`config.mk`:
```
export PLATFORM = sky130hd
export DESIGN_NAME = bthal_ctrl
export DESIGN_NICKNAME = d
export VERILOG_FILES = /design/src/sv/bthal_pkg.sv /design/src/sv/bthal_ctrl.sv
export SDC_FILE = /design/constraint.sdc
export NUM_CORES = 1
export LEC_CHECK = 0
export BUFFER_PORTS_ARGS = -buffer_cell sky130_fd_sc_hd__buf_2
export CAP_MARGIN = 25
export CELL_PAD_IN_SITES_DETAIL_PLACEMENT = 1
export CELL_PAD_IN_SITES_GLOBAL_PLACEMENT = 1
export CORE_MARGIN = 2
export CORE_UTILIZATION = 47
export CTS_BUF_LIST = sky130_fd_sc_hd__clkbuf_16
export CTS_CLUSTER_SIZE = 40
export DETAILED_ROUTE_END_ITERATION = 8
export GPL_TIMING_DRIVEN = 0
export PLACE_DENSITY_LB_ADDON = 0.2
export SLEW_MARGIN = 20
export SYNTH_ARGS = -nofsm -noshare
export SYNTH_HDL_FRONTEND = slang
export SYNTH_SLANG_ARGS = --single-unit
```
`constraint.sdc`:
```
create_clock -name clk_i -period 14.5 [get_ports clk_i]
set_clock_uncertainty 0.15 [all_clocks]
set_input_delay 2.9 -clock clk_i [delete_from_list [all_inputs] [get_ports clk_i]]
set_output_delay 2.9 -clock clk_i [all_outputs]
set_load 0.01 [all_outputs]
```
`src/sv/bthal_pkg.sv`:
```
package bthal_pkg;

  localparam int unsigned AddrW  = 32;
  localparam int unsigned SizeW  = 32;
  localparam int unsigned OwnerW = 16;
  localparam int unsigned CountW = 9;
  localparam int unsigned SlackW = 8;
  localparam int unsigned CfgIdxW = 2;
  localparam int unsigned CfgDataW = 32;

  localparam logic [SlackW-1:0] ResetSlack = 8'd30;

  localparam logic [2:0] CMD_ALLOC   = 3'd0;
  localparam logic [2:0] CMD_FREE    = 3'd1;
  localparam logic [2:0] CMD_QUERY   = 3'd2;
  localparam logic [2:0] CMD_FREE_OWN = 3'd3;
  localparam logic [2:0] CMD_REALLOC = 3'd4;

  localparam logic [1:0] STATUS_OK        = 2'd0;
  localparam logic [1:0] STATUS_NOT_FOUND = 2'd1;
  localparam logic [1:0] STATUS_FULL      = 2'd2;

  localparam logic [CfgIdxW-1:0] CFG_HEAP_BASE   = 2'd0;
  localparam logic [CfgIdxW-1:0] CFG_REUSE_SLACK = 2'd1;

  typedef enum logic [2:0] {
    ST_IDLE,
    ST_SCAN,
    ST_APPEND,
    ST_RELEASE,
    ST_DONE
  } state_e;

  typedef enum logic [1:0] {
    MODE_FIND,
    MODE_FIT,
    MODE_OWNER
  } mode_e;

  typedef struct packed {
    logic [AddrW-1:0]  address;
    logic [SizeW-1:0]  size;
    logic [OwnerW-1:0] owner;
    logic              reserved;
  } entry_t;

  typedef struct packed {
    logic [AddrW-1:0]  granted_address;
    logic [1:0]        status;
    logic              found_flag;
    logic [SizeW-1:0]  clear_length;
    logic [AddrW-1:0]  copy_source;
    logic [SizeW-1:0]  copy_length;
    logic [SizeW-1:0]  reserved_bytes_now;
    logic [CountW-1:0] reserved_blocks_now;
    logic [CountW-1:0] table_blocks_now;
  } result_t;

endpackage

```
`src/sv/bthal_ctrl.sv`:
```
// Command sequencer: scans the record table one entry per cycle and
// updates records, the bump pointer and the usage counters.
module bthal_ctrl #(
  parameter int unsigned MaxBlocks = 256,
  parameter int unsigned IdxW      = 8,
  parameter int unsigned CntW      = 9
) (
  input  logic                   clk_i,
  input  logic                   rst_ni,
  input  logic                   in_valid_i,
  output logic                   in_ready_o,
  input  logic [2:0]             cmd_i,
  input  logic [31:0]            req_size_i,
  input  logic [31:0]            req_address_i,
  input  logic                   clear_wanted_i,
  input  logic                   no_reuse_i,
  input  logic [15:0]            owner_id_i,
  input  logic                   cfg_we_i,
  input  logic [bthal_pkg::CfgIdxW-1:0]  cfg_index_i,
  input  logic [bthal_pkg::CfgDataW-1:0] cfg_data_i,
  output logic                   rd_en_o,
  output logic [IdxW-1:0]        rd_idx_o,
  input  bthal_pkg::entry_t      rd_data_i,
  output logic                   wr_en_o,
  output logic [IdxW-1:0]        wr_idx_o,
  output bthal_pkg::entry_t      wr_data_o,
  output logic                   res_valid_o,
  input  logic                   res_ready_i,
  output bthal_pkg::result_t     res_o
);

  localparam logic [CntW-1:0] MaxCount = CntW'(MaxBlocks);

  bthal_pkg::state_e state_q, state_d;
  bthal_pkg::mode_e  mode_q, mode_d;

  logic [CntW-1:0] idx_q, idx_d, count_q, count_d, blocks_q, blocks_d;
  logic            rvalid_q, rvalid_d;
  logic [IdxW-1:0] ridx_q, ridx_d;
  logic [31:0]     bytes_q, bytes_d, bump_q, bump_d;
  logic [7:0]      slack_q, slack_d;

  logic [2:0]      cmd_q, cmd_d;
  logic [31:0]     size_q, size_d, addr_q, addr_d;
  logic            clear_q, clear_d;
  logic [15:0]     owner_q, owner_d;
  logic            old_found_q, old_found_d;
  logic [IdxW-1:0] s_idx_q, s_idx_d;
  logic [31:0]     s_size_q, s_size_d;
  bthal_pkg::result_t res_q, res_d;

  logic match, hit, more;

  always_comb begin
    case (mode_q)
      bthal_pkg::MODE_FIND:
        match = rd_data_i.reserved && (rd_data_i.address == addr_q);
      bthal_pkg::MODE_FIT:
        match = !rd_data_i.reserved && (rd_data_i.address != '0) &&
                (size_q <= rd_data_i.size) &&
                ((rd_data_i.size - size_q) <= 32'(slack_q));
      bthal_pkg::MODE_OWNER:
        match = rd_data_i.reserved && (rd_data_i.owner == owner_q);
      default:
        match = 1'b0;
    endcase
  end

  assign hit  = rvalid_q && match;
  assign more = (idx_q != count_q);

  always_comb begin
    state_d = state_q;
    mode_d = mode_q;
    idx_d = idx_q;
    rvalid_d = 1'b0;
    ridx_d = ridx_q;
    count_d = count_q;
    blocks_d = blocks_q;
    bytes_d = bytes_q;
    bump_d = bump_q;
    slack_d = slack_q;
    cmd_d = cmd_q;
    size_d = size_q;
    addr_d = addr_q;
    clear_d = clear_q;
    owner_d = owner_q;
    old_found_d = old_found_q;
    s_idx_d = s_idx_q;
    s_size_d = s_size_q;
    res_d = res_q;
    in_ready_o = 1'b0;
    rd_en_o = 1'b0;
    rd_idx_o = idx_q[IdxW-1:0];
    wr_en_o = 1'b0;
    wr_idx_o = ridx_q;
    wr_data_o = rd_data_i;
    res_valid_o = 1'b0;

    if (cfg_we_i) begin
      if (cfg_index_i == bthal_pkg::CFG_HEAP_BASE) begin
        if (count_q == '0) begin
          bump_d = cfg_data_i;
        end
      end else if (cfg_index_i == bthal_pkg::CFG_REUSE_SLACK) begin
        slack_d = cfg_data_i[7:0];
      end
    end

    case (state_q)
      bthal_pkg::ST_IDLE: begin
        in_ready_o = 1'b1;
        if (in_valid_i) begin
          cmd_d = cmd_i;
          size_d = req_size_i;
          addr_d = req_address_i;
          clear_d = clear_wanted_i;
          owner_d = owner_id_i;
          old_found_d = 1'b0;
          res_d = '0;
          idx_d = '0;
          state_d = bthal_pkg::ST_SCAN;
          case (cmd_i)
            bthal_pkg::CMD_ALLOC: begin
              mode_d = bthal_pkg::MODE_FIT;
              if (no_reuse_i) begin
                state_d = bthal_pkg::ST_APPEND;
              end
            end
            bthal_pkg::CMD_FREE, bthal_pkg::CMD_QUERY, bthal_pkg::CMD_REALLOC: begin
              mode_d = bthal_pkg::MODE_FIND;
            end
            bthal_pkg::CMD_FREE_OWN: begin
              mode_d = bthal_pkg::MODE_OWNER;
            end
            default: begin
              state_d = bthal_pkg::ST_DONE;
            end
          endcase
        end
      end

      bthal_pkg::ST_SCAN: begin
        if (mode_q == bthal_pkg::MODE_OWNER) begin
          if (hit) begin
            wr_en_o = 1'b1;
            wr_data_o.reserved = 1'b0;
            wr_data_o.owner = '0;
            bytes_d = bytes_q - rd_data_i.size;
            blocks_d = blocks_q - 1'b1;
          end
          if (more) begin
            rd_en_o = 1'b1;
            rvalid_d = 1'b1;
            ridx_d = idx_q[IdxW-1:0];
            idx_d = idx_q + 1'b1;
          end else begin
            state_d = bthal_pkg::ST_DONE;
          end
        end else if (hit) begin
          if (mode_q == bthal_pkg::MODE_FIND) begin
            case (cmd_q)
              bthal_pkg::CMD_FREE: begin
                wr_en_o = 1'b1;
                wr_data_o.reserved = 1'b0;
                wr_data_o.owner = '0;
                bytes_d = bytes_q - rd_data_i.size;
                blocks_d = blocks_q - 1'b1;
                res_d.found_flag = 1'b1;
                state_d = bthal_pkg::ST_DONE;
              end
              bthal_pkg::CMD_QUERY: begin
                res_d.found_flag = 1'b1;
                state_d = bthal_pkg::ST_DONE;
              end
              default: begin
                // Reallocate: keep the block when it is large enough.
                old_found_d = 1'b1;
                s_idx_d = ridx_q;
                s_size_d = rd_data_i.size;
                if (size_q <= rd_data_i.size) begin
                  res_d.granted_address = addr_q;
                  state_d = bthal_pkg::ST_DONE;
                end else begin
                  mode_d = bthal_pkg::MODE_FIT;
                  idx_d = '0;
                end
              end
            endcase
          end else begin
            // First fitting freed block is taken over as it is.
            wr_en_o = 1'b1;
            wr_data_o.reserved = 1'b1;
            wr_data_o.owner = owner_q;
            bytes_d = bytes_q + rd_data_i.size;
            blocks_d = blocks_q + 1'b1;
            res_d.granted_address = rd_data_i.address;
            res_d.clear_length = clear_q ? rd_data_i.size : '0;
            state_d = old_found_q ? bthal_pkg::ST_RELEASE : bthal_pkg::ST_DONE;
          end
        end else if (more) begin
          rd_en_o = 1'b1;
          rvalid_d = 1'b1;
          ridx_d = idx_q[IdxW-1:0];
          idx_d = idx_q + 1'b1;
        end else if (mode_q == bthal_pkg::MODE_FIND) begin
          if (cmd_q == bthal_pkg::CMD_REALLOC) begin
            mode_d = bthal_pkg::MODE_FIT;
            idx_d = '0;
          end else begin
            res_d.status = bthal_pkg::STATUS_NOT_FOUND;
            state_d = bthal_pkg::ST_DONE;
          end
        end else begin
          state_d = bthal_pkg::ST_APPEND;
        end
      end

      bthal_pkg::ST_APPEND: begin
        if (count_q == MaxCount) begin
          res_d.status = bthal_pkg::STATUS_FULL;
          state_d = bthal_pkg::ST_DONE;
        end else begin
          wr_en_o = 1'b1;
          wr_idx_o = count_q[IdxW-1:0];
          wr_data_o.address = bump_q;
          wr_data_o.size = size_q;
          wr_data_o.owner = owner_q;
          wr_data_o.reserved = 1'b1;
          count_d = count_q + 1'b1;
          bytes_d = bytes_q + size_q;
          blocks_d = blocks_q + 1'b1;
          bump_d = bump_q + size_q + 32'd1;
          res_d.granted_address = bump_q;
          res_d.clear_length = clear_q ? size_q : '0;
          state_d = old_found_q ? bthal_pkg::ST_RELEASE : bthal_pkg::ST_DONE;
        end
      end

      bthal_pkg::ST_RELEASE: begin
        wr_en_o = 1'b1;
        wr_idx_o = s_idx_q;
        wr_data_o.address = addr_q;
        wr_data_o.size = s_size_q;
        wr_data_o.owner = '0;
        wr_data_o.reserved = 1'b0;
        bytes_d = bytes_q - s_size_q;
        blocks_d = blocks_q - 1'b1;
        res_d.copy_source = addr_q;
        res_d.copy_length = s_size_q;
        state_d = bthal_pkg::ST_DONE;
      end

      bthal_pkg::ST_DONE: begin
        res_valid_o = 1'b1;
        if (res_ready_i) begin
          state_d = bthal_pkg::ST_IDLE;
        end
      end

      default: begin
        state_d = bthal_pkg::ST_IDLE;
      end
    endcase
  end

  always_comb begin
    res_o = res_q;
    res_o.reserved_bytes_now = bytes_q;
    res_o.reserved_blocks_now = bthal_pkg::CountW'(blocks_q);
    res_o.table_blocks_now = bthal_pkg::CountW'(count_q);
  end

  always_ff @(posedge clk_i or negedge rst_ni) begin
    if (!rst_ni) begin
      state_q <= bthal_pkg::ST_IDLE;
      mode_q <= bthal_pkg::MODE_FIND;
      idx_q <= '0;
      rvalid_q <= 1'b0;
      count_q <= '0;
      blocks_q <= '0;
      bytes_q <= '0;
      bump_q <= '0;
      slack_q <= bthal_pkg::ResetSlack;
      old_found_q <= 1'b0;
    end else begin
      state_q <= state_d;
      mode_q <= mode_d;
      idx_q <= idx_d;
      rvalid_q <= rvalid_d;
      count_q <= count_d;
      blocks_q <= blocks_d;
      bytes_q <= bytes_d;
      bump_q <= bump_d;
      slack_q <= slack_d;
      old_found_q <= old_found_d;
    end
  end

  always_ff @(posedge clk_i) begin
    ridx_q <= ridx_d;
    cmd_q <= cmd_d;
    size_q <= size_d;
    addr_q <= addr_d;
    clear_q <= clear_d;
    owner_q <= owner_d;
    s_idx_q <= s_idx_d;
    s_size_q <= s_size_d;
    res_q <= res_d;
  end

endmodule

```
==> run_summary.xml <==
<?xml version="1.0" encoding="UTF-8"?>
<metrics>
  <group name="status">
    <metric name="run_status" unit="">finished clean</metric>
  </group>
  <group name="routing">
    <metric name="routed-via-count" unit="">26600</metric>
    <metric name="dr.pass1.iters" unit="">6</metric>
    <metric name="finalWirelength" unit="mm">120</metric>
    <metric name="first_iter_violations" unit="">2710</metric>
    <metric name="remaining_drc_errors" unit="">0</metric>
    <metric name="final_antenna_net_count" unit="">0</metric>
    <metric name="route.detailed.vias_per_inst" unit="">6.47</metric>
    <metric name="drt-wirelength-per-cell" unit="um">29.2</metric>
  </group>
  <group name="floorplanning">
    <metric name="dieHeight" unit="um">240</metric>
    <metric name="core.rowCount" unit="">86</metric>
    <metric name="start_util" unit="%">47.5</metric>
    <metric name="die_boundary_width" unit="um">240</metric>
    <metric name="floorplan.die_area" unit="um^2">57500</metric>
    <metric name="floorplan.core_area" unit="um^2">55000</metric>
    <metric name="ioPinCount" unit="">487</metric>
  </group>
  <group name="global_routing">
    <metric name="global_route.overflow_total" unit="">0</metric>
    <metric name="grt_antenna_before_repair" unit="">23</metric>
    <metric name="grt_pass1_wl" unit="mm">174</metric>
    <metric name="grt_start_max_net_pins" unit="">74</metric>
    <metric name="track_usage" unit="%">40.8</metric>
    <metric name="number_of_global_route_vias_before_repair" unit="">26800</metric>
  </group>
  <group name="placement">
    <metric name="hpwlAfterDp" unit="mm">93.5</metric>
    <metric name="finalWeightedCongestion" unit="">0.982</metric>
    <metric name="io_buffers" unit="">486</metric>
    <metric name="placedInstanceArea" unit="um^2">29700</metric>
  </group>
  <group name="critical_path">
    <metric name="reg2reg_to" unit="">res_o[150]</metric>
    <metric name="worstSetupEndpointType" unit="">output pin</metric>
    <metric name="worst_ep_required_time" unit="ns">11.45</metric>
    <metric name="worstPathArrival" unit="ns">9.02</metric>
    <metric name="timing.reg2reg.worst_path_depth" unit="">21</metric>
    <metric name="regToRegStartpoint" unit="">size_q[4]</metric>
    <metric name="criticalPathCategory" unit="">in2out</metric>
    <metric name="critPathLaunchType" unit="">primary input</metric>
    <metric name="worstPathMaxFanout" unit="">10</metric>
    <metric name="setup.reg_to_reg.worst_slack" unit="ns">7.38</metric>
  </group>
  <group name="yosys">
    <metric name="synthesis.nets" unit="">3136</metric>
    <metric name="yosysWarningCount" unit="">0</metric>
    <metric name="synth_largest_type_area_fraction" unit="%">30.2</metric>
    <metric name="yosys.cell_count.top_type" unit="">sky130_fd_sc_hd__edfxtp_1</metric>
    <metric name="ys_async_sr_fraction" unit="%">28.7</metric>
    <metric name="synth-seq-cells" unit="">369</metric>
    <metric name="yosys.area.top_type" unit="">sky130_fd_sc_hd__edfxtp_1</metric>
    <metric name="syn-cell-area" unit="um^2">26100</metric>
    <metric name="yosys-top-cells-area" unit="">sky130_fd_sc_hd__edfxtp_1 30%, sky130_fd_sc_hd__dfrtp_1 9.8%, sky130_fd_sc_hd__ha_1 8.1%, sky130_fd_sc_hd__xnor2_1 4.0%, sky130_fd_sc_hd__o21ai_0 4.0%</metric>
    <metric name="synth-seq-area-share" unit="%">40.4</metric>
    <metric name="synth_commonest_cells" unit="">263 x sky130_fd_sc_hd__edfxtp_1, 222 x sky130_fd_sc_hd__nand2_1, 207 x sky130_fd_sc_hd__o21ai_0</metric>
    <metric name="postSynthAreaPerCell" unit="um^2">9.47</metric>
    <metric name="synth_enable_flop_cells" unit="">263</metric>
    <metric name="postSynth.topFlopCell" unit="">sky130_fd_sc_hd__edfxtp_1</metric>
    <metric name="synth.lib_cells_used.distinct" unit="">90</metric>
    <metric name="syn-instance-count" unit="">2756</metric>
  </group>
  <group name="pwr">
    <metric name="power.density" unit="nW/um^2">241</metric>
    <metric name="clkPwrFrac" unit="%">15.7</metric>
    <metric name="worst_ir_drop_vdd" unit="V">0.000128</metric>
    <metric name="power.switching" unit="mW">3.67</metric>
    <metric name="total_power" unit="mW">7.53</metric>
    <metric name="swShare" unit="%">48.7</metric>
    <metric name="power_report.internal_total" unit="mW">3.87</metric>
    <metric name="p_leak" unit="nW">13.5</metric>
    <metric name="share_comb_of_total_power" unit="%">57.7</metric>
    <metric name="sequentialPowerShare" unit="%">26.6</metric>
  </group>
  <group name="sta">
    <metric name="worst_pin_slew" unit="ns">1.11</metric>
    <metric name="fmaxAchievable" unit="GHz">0.0828</metric>
    <metric name="timing.setup.tns" unit="ns">0</metric>
    <metric name="setup_viol_count_final" unit="">0</metric>
    <metric name="layout_worst_path_cycle_share" unit="%">83.3</metric>
    <metric name="rsz0062_at_grt" unit="">no</metric>
    <metric name="hold_viol" unit="">0</metric>
    <metric name="period_needed" unit="ns">12.07</metric>
    <metric name="slew_violations" unit="">0</metric>
    <metric name="slew_headroom" unit="%">25.7</metric>
  </group>
  <group name="flow_run">
    <metric name="cap_viol_max_count" unit="">0</metric>
  </group>
  <group name="clock_network">
    <metric name="number_of_cts_inserted_buffers" unit="">45</metric>
    <metric name="insertion_delay" unit="ns">0.61</metric>
    <metric name="num_clock_sinks" unit="">369</metric>
    <metric name="cts.path.max_buffers" unit="">3</metric>
    <metric name="clkSlewWorstSetupHoldPaths" unit="ns">0.06</metric>
    <metric name="clock_tree.root_cell" unit="">sky130_fd_sc_hd__clkbuf_16</metric>
    <metric name="cts_max_level" unit="">2</metric>
    <metric name="cts_hold_repair.buffers" unit="">0</metric>
    <metric name="tritoncts" unit="">done</metric>
    <metric name="cts.repair_timing.setup_buffer_count" unit="">0</metric>
    <metric name="post_cts_resized" unit="">0</metric>
  </group>
  <group name="cells_and_area">
    <metric name="final_nets" unit="">3684</metric>
    <metric name="fillCellCount" unit="">6444</metric>
    <metric name="area_delta_synth_final" unit="%">19.9</metric>
    <metric name="final_design_instance_area_without_fill" unit="um^2">31300</metric>
    <metric name="multiInputGateArea" unit="um^2">14400</metric>
    <metric name="area.sequential" unit="um^2">10600</metric>
    <metric name="post_route_cells_drive_above_1_share" unit="%">19.2</metric>
    <metric name="layout.core_utilization" unit="%">56.9</metric>
  </group>
  <group name="worst_hold_path">
    <metric name="hold_class" unit="">reg2reg</metric>
    <metric name="hold_path_startpoint" unit="">ridx_q[7]</metric>
    <metric name="worst_hold_end" unit="">s_idx_q[7]</metric>
    <metric name="min_path_cells" unit="">0</metric>
  </group>
</metrics>
how the worst max path moves through the flow:
stage | startpoint | endpoint | slack, ns | cells past startpoint
after floorplan | rd_data_i[19] | s_idx_q[0] | 4.39 | 18
after global placement | rd_data_i[40] | s_size_q[17] | -0.50 | 13
final | rd_data_i[17] | wr_data_o[5] | 2.43 | 22
after CTS | rd_data_i[18] | wr_data_o[10] | 2.58 | 17
after global routing | rd_data_i[21] | wr_data_o[12] | 2.06 | 21
after detailed placement | rd_data_i[17] | wr_data_o[10] | 2.58 | 22
logic make-up (layout without fill, tap and decap cells):
logic type / count (synthesis) / count (layout) / synth area share, %
and+or+nand+nor: 850 / 850 / 16.7
AOI/OAI and AO/OA: 789 / 789 / 19.9
DFF: 369 / 369 / 40.4
buffers and inverters: 294 / 878 / 4.54
xor gates and xnor gates: 191 / 191 / 6.41
adders and majority gates: 175 / 175 / 8.53
muxes: 88 / 88 / 3.45
other: 0 / 25 / 0
sequential cells by signal (all words and copies together) (netlist names):
register / cells
state_q: 3
clear_q: 1
cmd_q: 3
bytes_q: 32
bump_q: 32
blocks_q: 9
owner_q: 16
count_q: 9
addr_q: 32
rvalid_q: 1
idx_q: 9
mode_q: 2
slack_q: 8
ridx_q: 8
old_found_q: 1
size_q: 32
s_size_q: 32
s_idx_q: 8
res_o: 131
placed cells by master, fill, tap and decap left out, drive strengths merged, types with 41 or more instances in the layout:
| master | Yosys | final |
|---|---|---|
| nand2 | 222 | 222 |
| nor3 | 54 | 54 |
| and3 | 80 | 80 |
| buf | 44 | 544 |
| ha | 170 | 170 |
| nor2 | 160 | 160 |
| o21ai | 208 | 208 |
| nor4 | 41 | 41 |
| edfxtp | 263 | 263 |
| mux2i | 73 | 73 |
| dfrtp | 102 | 102 |
| inv | 148 | 156 |
| xor2 | 71 | 71 |
| nor2b | 53 | 53 |
| a221o | 64 | 64 |
| nand4 | 41 | 41 |
| clkbuf | 101 | 146 |
| nand3 | 57 | 57 |
| xnor2 | 120 | 120 |
| a21oi | 200 | 200 |
per-stage QoR:
stage / hold WS [ns] / cells / setup WS [ns]
floorplan: 0.275 / 2756 / 4.39
global placement: 0.294 / 3990 / -0.501
detailed placement: 0.289 / 4004 / 2.58
CTS: 0.312 / 4087 / 2.58
global route: 0.326 / 4110 / 2.06
finish: 0.310 / 4113 / 2.43
power groups by stage:
| stage | clock network (mW) | logic, mW | registers [mW] |
|---|---|---|---|
| 2_1_floorplan | 0 | 2.62 | 1.95 |
| 3_3_place_gp | 0 | 3.99 | 2.02 |
| 3_5_place_dp | 0 | 4.20 | 2.00 |
| 4_1_cts | 1.18 | 4.25 | 1.99 |
| 5_1_grt | 1.22 | 4.66 | 2.02 |
| 6_report | 1.18 | 4.35 | 2.01 |
worst max-delay path, cell delays in order:
cell and delay, ns:
sky130_fd_sc_hd__buf_2 0.24, sky130_fd_sc_hd__inv_1 0.09, sky130_fd_sc_hd__ha_1 0.22, sky130_fd_sc_hd__nand2b_1 0.18
sky130_fd_sc_hd__a211oi_1 0.50, sky130_fd_sc_hd__nor2_1 0.13, sky130_fd_sc_hd__o21ai_0 0.23, sky130_fd_sc_hd__xor2_1 0.18
sky130_fd_sc_hd__ha_1 0.28, sky130_fd_sc_hd__a21oi_1 0.15, sky130_fd_sc_hd__o21ai_0 0.14, sky130_fd_sc_hd__mux2i_1 0.17
sky130_fd_sc_hd__a21oi_1 0.13, sky130_fd_sc_hd__or3_1 0.41, sky130_fd_sc_hd__nor4_1 0.35, sky130_fd_sc_hd__nand4b_1 0.24
sky130_fd_sc_hd__nor4_4 0.79, sky130_fd_sc_hd__nand3_1 0.20, sky130_fd_sc_hd__o21ai_1 0.69, sky130_fd_sc_hd__clkbuf_1 0.45
sky130_fd_sc_hd__a22o_1 0.21, sky130_fd_sc_hd__buf_2 0.13
final cells by class:
class | instances | area share (%)
timing repair buffer | 501 | 8.41
multi-input combinational | 2093 | 46.1
tap | 748 | 2.99
inverter | 149 | 1.79
buffer | 145 | 2.00
antenna | 25 | 0.200
sequential | 369 | 33.7
clock buffer | 45 | 3.60
clock inverter | 38 | 1.20
metal layers:
layer	GRT usage [%]	routed length (um)	vias to the layer above
met2	64.3	54300	1516
met5	0	0	-
met4	19.4	6580	0
met3	8.06	11900	348
met1	53.9	47300	13300
li1	-	-	11400
(Power assumes the default switching activity.)
